--- config.mk ---
export PLATFORM = sky130hd
export DESIGN_NAME = stereo_linear_fade_out
export DESIGN_NICKNAME = d
export VERILOG_FILES = /design/src/design/slfo_pkg.sv /design/src/design/stereo_linear_fade_out.sv /design/src/design/slfo_front.sv /design/src/design/slfo_queue.sv /design/src/design/slfo_back.sv
export SDC_FILE = /design/constraint.sdc
export NUM_CORES = 2
export LEC_CHECK = 0
export ABC_AREA = 1
export BUFFER_PORTS_ARGS = -buffer_cell sky130_fd_sc_hd__buf_2
export CORE_UTILIZATION = 59
export DETAILED_ROUTE_END_ITERATION = 6
export PLACE_DENSITY_LB_ADDON = 0.15
export SLEW_MARGIN = 10
export SYNTH_ARGS = -nofsm -noshare
export SYNTH_HDL_FRONTEND = slang
export SYNTH_SLANG_ARGS = --single-unit
--- constraint.sdc ---
create_clock -name clk -period 7.4 [get_ports clk]
set_input_delay 1.11 -clock clk [delete_from_list [all_inputs] [get_ports clk]]
set_output_delay 1.11 -clock clk [all_outputs]
set_load 0.02 [all_outputs]
--- src/design/slfo_pkg.sv ---
`default_nettype none
// ----------------------------------------------------------------------------
// slfo_pkg
// Shared types and constants for the stereo linear fade-out block.
// ----------------------------------------------------------------------------
package slfo_pkg;

    localparam int SAMPLE_W = 16;
    localparam int LEN_W    = 31;
    localparam int CNT_W    = 32;
    localparam int PROD_W   = SAMPLE_W + LEN_W;
    localparam int STEP_W   = 4;

    localparam logic [STEP_W-1:0] STEP_LAST = STEP_W'(SAMPLE_W - 1);

    localparam logic [LEN_W-1:0] PLAY_RESET = 31'd7497000;
    localparam logic [LEN_W-1:0] FADE_RESET = 31'd441000;

    localparam logic REG_PLAY_LENGTH = 1'b0;
    localparam logic REG_FADE_LENGTH = 1'b1;

    typedef struct packed {
        logic signed [SAMPLE_W-1:0] left_in;
        logic signed [SAMPLE_W-1:0] right_in;
    } sample_pair_t;

    typedef struct packed {
        logic signed [SAMPLE_W-1:0] left_out;
        logic signed [SAMPLE_W-1:0] right_out;
        logic                       last_pair;
    } result_t;

    typedef struct packed {
        logic                       fade;
        logic                       last;
        logic signed [SAMPLE_W-1:0] left;
        logic signed [SAMPLE_W-1:0] right;
        logic [LEN_W-1:0]           gain;
    } cmd_t;

endpackage
`default_nettype wire

--- src/design/stereo_linear_fade_out.sv ---
`default_nettype none
// ----------------------------------------------------------------------------
// stereo_linear_fade_out
// Linear fade-out gain on a stereo 16-bit sample stream.
// ----------------------------------------------------------------------------
// Pairs below play_length pass unchanged; the next fade_length pairs are
// scaled by (play_length + fade_length - count) / fade_length, truncated
// toward zero, and the final pair carries last_pair. Pairs after the end are
// accepted and dropped without a result. Each kept pair goes through the command
// queue, the back's done state and the output register; a faded pair also
// uses the back's shared multiplier and 16-step restoring divider, run once
// per channel. The front accepts requests while the command queue has room,
// and the output register holds a result while the back works on the next
// pair. Write the length registers only while the block is idle.
// ----------------------------------------------------------------------------
module stereo_linear_fade_out
    import slfo_pkg::*;
#(
    parameter int QUEUE_DEPTH = 2
)
(
    input  wire logic             clk,
    input  wire logic             rst_n,
    input  wire logic             cfg_we,
    input  wire logic             cfg_index,
    input  wire logic [LEN_W-1:0] cfg_data,
    input  wire logic             in_valid,
    output logic                  in_ready,
    input  wire sample_pair_t     in_data,
    output logic                  out_valid,
    input  wire logic             out_ready,
    output result_t               out_data
);

    logic [LEN_W-1:0] play_length_reg;
    logic [LEN_W-1:0] fade_length_reg;
    logic             queue_full;
    logic             push;
    cmd_t             push_data;
    logic             cmd_pop;
    logic             cmd_valid;
    cmd_t             cmd_data;

    always_ff @(posedge clk or negedge rst_n)
    begin
        if (!rst_n)
        begin
            play_length_reg <= PLAY_RESET;
            fade_length_reg <= FADE_RESET;
        end
        else if (cfg_we)
        begin
            case (cfg_index)
                REG_PLAY_LENGTH: play_length_reg <= cfg_data;
                REG_FADE_LENGTH: fade_length_reg <= cfg_data;
                default:         play_length_reg <= play_length_reg;
            endcase
        end
    end

    slfo_front u_front (
        .clk         (clk),
        .rst_n       (rst_n),
        .play_length (play_length_reg),
        .fade_length (fade_length_reg),
        .in_valid    (in_valid),
        .in_ready    (in_ready),
        .in_data     (in_data),
        .queue_full  (queue_full),
        .push        (push),
        .push_data   (push_data)
    );

    slfo_queue #(
        .DEPTH (QUEUE_DEPTH)
    ) u_queue (
        .clk       (clk),
        .rst_n     (rst_n),
        .push      (push),
        .push_data (push_data),
        .full      (queue_full),
        .pop       (cmd_pop),
        .not_empty (cmd_valid),
        .pop_data  (cmd_data)
    );

    slfo_back u_back (
        .clk         (clk),
        .rst_n       (rst_n),
        .fade_length (fade_length_reg),
        .cmd_valid   (cmd_valid),
        .cmd_data    (cmd_data),
        .cmd_pop     (cmd_pop),
        .out_valid   (out_valid),
        .out_ready   (out_ready),
        .out_data    (out_data)
    );

endmodule
`default_nettype wire

--- src/design/slfo_front.sv ---
`default_nettype none
// ----------------------------------------------------------------------------
// slfo_front
// Counts accepted pairs, drops pairs past the end of the stream and turns
// the rest into pass or fade commands with their gain and last mark.
// ----------------------------------------------------------------------------
module slfo_front
    import slfo_pkg::*;
(
    input  wire logic         clk,
    input  wire logic         rst_n,
    input  wire logic [LEN_W-1:0] play_length,
    input  wire logic [LEN_W-1:0] fade_length,
    input  wire logic         in_valid,
    output logic              in_ready,
    input  wire sample_pair_t in_data,
    input  wire logic         queue_full,
    output logic              push,
    output cmd_t              push_data
);

    logic [CNT_W-1:0] count_reg;
    logic [CNT_W-1:0] count_next;
    logic [CNT_W-1:0] total;
    logic [CNT_W-1:0] gain_full;
    logic             finished;
    logic             accept;

    assign total     = CNT_W'(play_length) + CNT_W'(fade_length);
    assign finished  = count_reg >= total;
    assign gain_full = total - count_reg;
    assign in_ready  = !queue_full;
    assign accept    = in_valid && in_ready;
    assign push      = accept && !finished;

    always_comb
    begin
        push_data.fade  = count_reg >= CNT_W'(play_length);
        push_data.last  = (count_reg + CNT_W'(1)) == total;
        push_data.left  = in_data.left_in;
        push_data.right = in_data.right_in;
        push_data.gain  = gain_full[LEN_W-1:0];
        count_next      = push ? count_reg + CNT_W'(1) : count_reg;
    end

    always_ff @(posedge clk or negedge rst_n)
    begin
        if (!rst_n)
        begin
            count_reg <= '0;
        end
        else
        begin
            count_reg <= count_next;
        end
    end

endmodule
`default_nettype wire

--- src/design/slfo_queue.sv ---
`default_nettype none
// ----------------------------------------------------------------------------
// slfo_queue
// Small command FIFO between the front and the back.
// ----------------------------------------------------------------------------
module slfo_queue
    import slfo_pkg::*;
#(
    parameter int DEPTH = 2
)
(
    input  wire logic clk,
    input  wire logic rst_n,
    input  wire logic push,
    input  wire cmd_t push_data,
    output logic      full,
    input  wire logic pop,
    output logic      not_empty,
    output cmd_t      pop_data
);

    localparam int PTR_W = $clog2(DEPTH);
    localparam int FILL_W = $clog2(DEPTH + 1);

    cmd_t              entry_reg [DEPTH];
    logic [PTR_W-1:0]  wr_ptr_reg;
    logic [PTR_W-1:0]  wr_ptr_next;
    logic [PTR_W-1:0]  rd_ptr_reg;
    logic [PTR_W-1:0]  rd_ptr_next;
    logic [FILL_W-1:0] fill_reg;
    logic [FILL_W-1:0] fill_next;
    logic              do_push;
    logic              do_pop;

    assign full      = fill_reg == FILL_W'(DEPTH);
    assign not_empty = fill_reg != '0;
    assign do_push   = push && !full;
    assign do_pop    = pop && not_empty;
    assign pop_data  = entry_reg[rd_ptr_reg];

    always_comb
    begin
        wr_ptr_next = wr_ptr_reg;
        rd_ptr_next = rd_ptr_reg;
        fill_next   = fill_reg;
        if (do_push)
        begin
            wr_ptr_next = (wr_ptr_reg == PTR_W'(DEPTH - 1)) ? '0 : wr_ptr_reg + PTR_W'(1);
        end
        if (do_pop)
        begin
            rd_ptr_next = (rd_ptr_reg == PTR_W'(DEPTH - 1)) ? '0 : rd_ptr_reg + PTR_W'(1);
        end
        if (do_push && !do_pop)
        begin
            fill_next = fill_reg + FILL_W'(1);
        end
        else if (do_pop && !do_push)
        begin
            fill_next = fill_reg - FILL_W'(1);
        end
    end

    always_ff @(posedge clk or negedge rst_n)
    begin
        if (!rst_n)
        begin
            wr_ptr_reg <= '0;
            rd_ptr_reg <= '0;
            fill_reg   <= '0;
        end
        else
        begin
            wr_ptr_reg <= wr_ptr_next;
            rd_ptr_reg <= rd_ptr_next;
            fill_reg   <= fill_next;
        end
    end

    always_ff @(posedge clk)
    begin
        if (do_push)
        begin
            entry_reg[wr_ptr_reg] <= push_data;
        end
    end

endmodule
`default_nettype wire

--- src/design/slfo_back.sv ---
`default_nettype none
// ----------------------------------------------------------------------------
// slfo_back
// Executes commands: passes samples through or scales each channel by
// gain / fade_length with one multiply and a 16-step restoring divider,
// then hands the result to the output register.
// ----------------------------------------------------------------------------
module slfo_back
    import slfo_pkg::*;
(
    input  wire logic             clk,
    input  wire logic             rst_n,
    input  wire logic [LEN_W-1:0] fade_length,
    input  wire logic             cmd_valid,
    input  wire cmd_t             cmd_data,
    output logic                  cmd_pop,
    output logic                  out_valid,
    input  wire logic             out_ready,
    output result_t               out_data
);

    localparam logic [1:0] S_IDLE = 2'd0;
    localparam logic [1:0] S_MUL  = 2'd1;
    localparam logic [1:0] S_DIV  = 2'd2;
    localparam logic [1:0] S_DONE = 2'd3;

    logic [1:0]          state_reg;
    logic [1:0]          state_next;
    logic                ch_reg;
    logic                ch_next;
    logic [STEP_W-1:0]   step_reg;
    logic [STEP_W-1:0]   step_next;
    logic                out_valid_reg;
    logic                out_valid_next;
    cmd_t                cmd_reg;
    cmd_t                cmd_next;
    logic [LEN_W-1:0]    rem_reg;
    logic [LEN_W-1:0]    rem_next;
    logic [SAMPLE_W-1:0] quo_reg;
    logic [SAMPLE_W-1:0] quo_next;
    logic [SAMPLE_W-1:0] left_res_reg;
    logic [SAMPLE_W-1:0] left_res_next;
    logic [SAMPLE_W-1:0] right_res_reg;
    logic [SAMPLE_W-1:0] right_res_next;
    result_t             out_data_reg;
    result_t             out_data_next;

    logic [SAMPLE_W-1:0] sample;
    logic [SAMPLE_W-1:0] mag;
    logic [PROD_W-1:0]   prod;
    logic [LEN_W:0]      trial;
    logic [LEN_W:0]      diff;
    logic                ge;
    logic [SAMPLE_W-1:0] quo_new;
    logic [SAMPLE_W-1:0] signed_res;
    logic                load;

    assign sample     = ch_reg ? cmd_reg.right : cmd_reg.left;
    assign mag        = sample[SAMPLE_W-1] ? SAMPLE_W'(-sample) : sample;
    assign prod       = PROD_W'(mag) * PROD_W'(cmd_reg.gain);
    assign trial      = {rem_reg, quo_reg[SAMPLE_W-1]};
    assign ge         = trial >= {1'b0, fade_length};
    assign diff       = trial - {1'b0, fade_length};
    assign quo_new    = {quo_reg[SAMPLE_W-2:0], ge};
    assign signed_res = sample[SAMPLE_W-1] ? SAMPLE_W'(-quo_new) : quo_new;
    assign load       = (state_reg == S_DONE) && (!out_valid_reg || out_ready);
    assign cmd_pop    = (state_reg == S_IDLE) && cmd_valid;
    assign out_valid  = out_valid_reg;
    assign out_data   = out_data_reg;

    always_comb
    begin
        state_next     = state_reg;
        ch_next        = ch_reg;
        step_next      = step_reg;
        cmd_next       = cmd_reg;
        rem_next       = rem_reg;
        quo_next       = quo_reg;
        left_res_next  = left_res_reg;
        right_res_next = right_res_reg;
        out_data_next  = out_data_reg;
        out_valid_next = out_valid_reg && !out_ready;
        case (state_reg)
            S_IDLE:
            begin
                if (cmd_valid)
                begin
                    cmd_next       = cmd_data;
                    ch_next        = 1'b0;
                    left_res_next  = cmd_data.left;
                    right_res_next = cmd_data.right;
                    state_next     = cmd_data.fade ? S_MUL : S_DONE;
                end
            end
            S_MUL:
            begin
                rem_next   = prod[PROD_W-1:SAMPLE_W];
                quo_next   = prod[SAMPLE_W-1:0];
                step_next  = '0;
                state_next = S_DIV;
            end
            S_DIV:
            begin
                rem_next  = ge ? diff[LEN_W-1:0] : trial[LEN_W-1:0];
                quo_next  = quo_new;
                step_next = step_reg + STEP_W'(1);
                if (step_reg == STEP_LAST)
                begin
                    if (ch_reg)
                    begin
                        right_res_next = signed_res;
                        state_next     = S_DONE;
                    end
                    else
                    begin
                        left_res_next = signed_res;
                        ch_next       = 1'b1;
                        state_next    = S_MUL;
                    end
                end
            end
            S_DONE:
            begin
                if (load)
                begin
                    out_data_next.left_out  = left_res_reg;
                    out_data_next.right_out = right_res_reg;
                    out_data_next.last_pair = cmd_reg.last;
                    out_valid_next          = 1'b1;
                    state_next              = S_IDLE;
                end
            end
            default:
            begin
                state_next = S_IDLE;
            end
        endcase
    end

    always_ff @(posedge clk or negedge rst_n)
    begin
        if (!rst_n)
        begin
            state_reg     <= S_IDLE;
            out_valid_reg <= 1'b0;
        end
        else
        begin
            state_reg     <= state_next;
            out_valid_reg <= out_valid_next;
        end
    end

    always_ff @(posedge clk)
    begin
        ch_reg        <= ch_next;
        step_reg      <= step_next;
        cmd_reg       <= cmd_next;
        rem_reg       <= rem_next;
        quo_reg       <= quo_next;
        left_res_reg  <= left_res_next;
        right_res_reg <= right_res_next;
        out_data_reg  <= out_data_next;
    end

endmodule
`default_nettype wire

==> metrics.cfg <==
[yosys]
synthCells=5170
synthArstFlopShare_pct=24.51
yosysMostFrequentCell=nand2_1
ys_top_cells_by_count=nand2_1, inv_1, fa_1, nor2_1, edfxtp_1
synth_seq_cells=412
synth_top_family_by_area=adder cells
synth_ff_type=edfxtp_1
syn-num-nets=5929
synth_edf_count=311
synthesis.area_um2=41030
synth_cell_types=52
synth_mux_area_share_pct=0.04879
synth_compound_area_share_pct=7.770
synth_area_leaders=edfxtp_1, fa_1, nand2_1
yosys.area.top_type_share_pct=22.76
yosys.area_share.xor_xnor_pct=2.241
synth_fa_ha_area_share_pct=28.49
synth-simple-area-share_pct=21.82
avgSynthCellArea_um2=7.937
ys_warn_count=0
synth_top_area_cell=edfxtp_1
seq_area_frac_synth_pct=28.98

[place]
pre_cts_ws_ns=-0.4926
dp_hpwl_um=105000
portBuffers=103
finalWeightedCongestion=1.013

[setup_path]
regToRegSetupSlack_ns=-0.13
cp_slowest_cell=fa_1
cp_slowest_stage_delay_ns=0.57
rr_startpoint=u_back.ch_reg
end_kind=register
startpoint=u_back.ch_reg
worstPathArrival_ns=7.86
rr_worst_depth=38
crit_path_end=u_back.rem_reg[23]
r2r_end=u_back.rem_reg[23]
cp_max_fo=5
critPathKind=reg2reg
worstSetupStartpointType=register
cp.required_ns=7.73

[route]
drc=0
met1_length_um=52750
via_count=36194
highest_layer=met5
wl_met2_um=60740
ant_nets=0
wire_per_inst_um=20.35
drt_iter0_drc=3619
drt_wl_total_um=132700
wl_met3_um=12060
first_pass_iters=6
routed_via_density=5.549

[timing]
slew_viol_final=0
setup-violations-final=15
period_share_pct=101.8
period_minus_slack_ns=7.532
rsz0062_at_grt=yes
fmax_ghz=0.1328
slew_headroom_pct=21.63
hold_viol=0
tightest_slew_ns=1.173
layout_setup_ws_ns=-0.1318
clock-skew-final_ns=0.02684

[clock_tree]
clockBufferDepth=3
insertion_delay_ns=0.61
hold_buffers=0
clkTransAtPathRegs_ns=0.06
cts-root-buf=clkbuf_16
htreeDepth=2
cts_buffers=44
cts_tree=built
clkSinkCount=412

[status]
violations=negative setup slack
outcome=complete, but fails checks

[min_path]
min-delay-path-class=reg2reg
hold_path_depth=0

[layout]
nNetsFinal=6314
area_growth_pct=18.52
largest_reg_flops=130
final_layout_size_suffix_gt1_share_pct=17.13

[global_routing]
grt_pass1_vias=35195
grt.total_usage_pct=37.17
grt_max_degree=67
gr-total-overflow=0
grt_pass1_wl_um=198400
antenna_found_initial=3

[floorplan]
dieArea_um2=70600
core-area_um2=68710
rows=96
die_w_um=265.7
start_util_pct=59.72
num_io_pins=104
die_y_um=265.7

[run]
max_cap_viol_count=0

==> critical path: cells and delay by family (launching register included) <==
family	cells	cell delay, ns
AOI/OAI and AO/OA	4	0.72
DFF	1	0.45
adders and majority gates	7	3.34
buffers and inverters	12	1.22
and+or+nand+nor	15	1.53
==> cells by family (layout without fill, tap and decap cells) <==
group | after synthesis | count (layout)
other | 0 | 1
multiplexers | 2 | 2
flip-flops | 412 | 412
AO/OA/AOI/OAI | 592 | 592
AND/OR/NAND/NOR | 2217 | 2217
adder cells (fa/ha/maj) | 690 | 690
XOR/XNOR | 105 | 105
buffers and inverters | 1152 | 1573
==> layout make-up <==
type | count | area [um^2]
Timing Repair Buffer | 467 | 3572
Multi-Input combinational cell | 3606 | 26590
Tap cell | 931 | 1165
Clock buffer | 53 | 1230
Inverter | 1024 | 3874
Clock inverter | 29 | 304.0
Fill cell | 5535 | 20070
Sequential cell | 412 | 11890
Antenna cell | 1 | 2.502
==> routing by layer <==
metal	track usage, %	up-vias
met2	59.23	1614
met3	5.970	365
met4	16.96	4
met1	50.14	17370
met5	0	-
li1	-	16841
==> layout by cell type (no fill, tap or decap), types with 10 or more instances in the layout <==
cell type  instances
nand2_1         1418
inv_1            940
fa_1             389
nor2_1           344
buf_4            326
edfxtp_1         311
ha_1             252
o21ai_0          227
a21oi_1          190
nand3_1          162
buf_2            103
dfrtp_1           80
xor2_1            70
inv_2             67
clkbuf_16         48
nor3_1            44
nor2_4            39
nor2_2            35
nand2_2           34
xnor2_1           33
nand4_1           28
ha_4              28
o21ai_2           24
o21ai_1           23
nand2_4           20
dfstp_2           20
a21oi_2           19
nand3_2           18
fa_2              18
buf_12            18
or2_2             17
buf_6             17
clkinv_1          15
a21o_1            13
a31oi_1           13
o211ai_1          13
nand3b_1          11
a21oi_4           11
o21bai_1          10
clkinv_2          10
==> worst min path at each step <==
stage / startpoint / end
after floorplan: u_back.cmd_reg[63] / u_back.out_data[0]
after global placement: u_back.right_res_reg[14] / u_back.out_data[15]
after detailed placement: u_back.left_res_reg[12] / u_back.out_data[29]
after CTS: u_back.right_res_reg[7] / u_back.out_data[8]
after global routing: u_back.left_res_reg[11] / u_back.out_data[28]
final: u_back.right_res_reg[7] / u_back.out_data[8]
==> metrics by stage <==
step / instance area, um^2 / util [%] / setup TNS [ns] / cells / hold WS [ns]
6_report: 48630 / 70.78 / -1.022 / 6523 / 0.4157
5_1_grt: 48630 / 70.78 / -9.345 / 6522 / 0.4228
4_1_cts: 47330 / 68.88 / -1.466 / 6498 / 0.4180
3_5_place_dp: 44830 / 65.25 / -8.066 / 6396 / 0.4045
3_3_place_gp: 44830 / 65.25 / -4.775 / 6396 / 0.4016
2_1_floorplan: 41030 / - / 0 / 5170 / 0.4003
==> timing repair <==
action | CTS | global route
setup endpoints to repair | 32 | 35
hold endpoints to repair | 0 | 0
buffers inserted | 18 | 27
pin swaps | 52 | 155
resized for setup | 194 | 313
cloned | 2 | 1
Power is not shown: default switching activity piles up to over one toggle a cycle in this logic, so the estimate is an artifact.
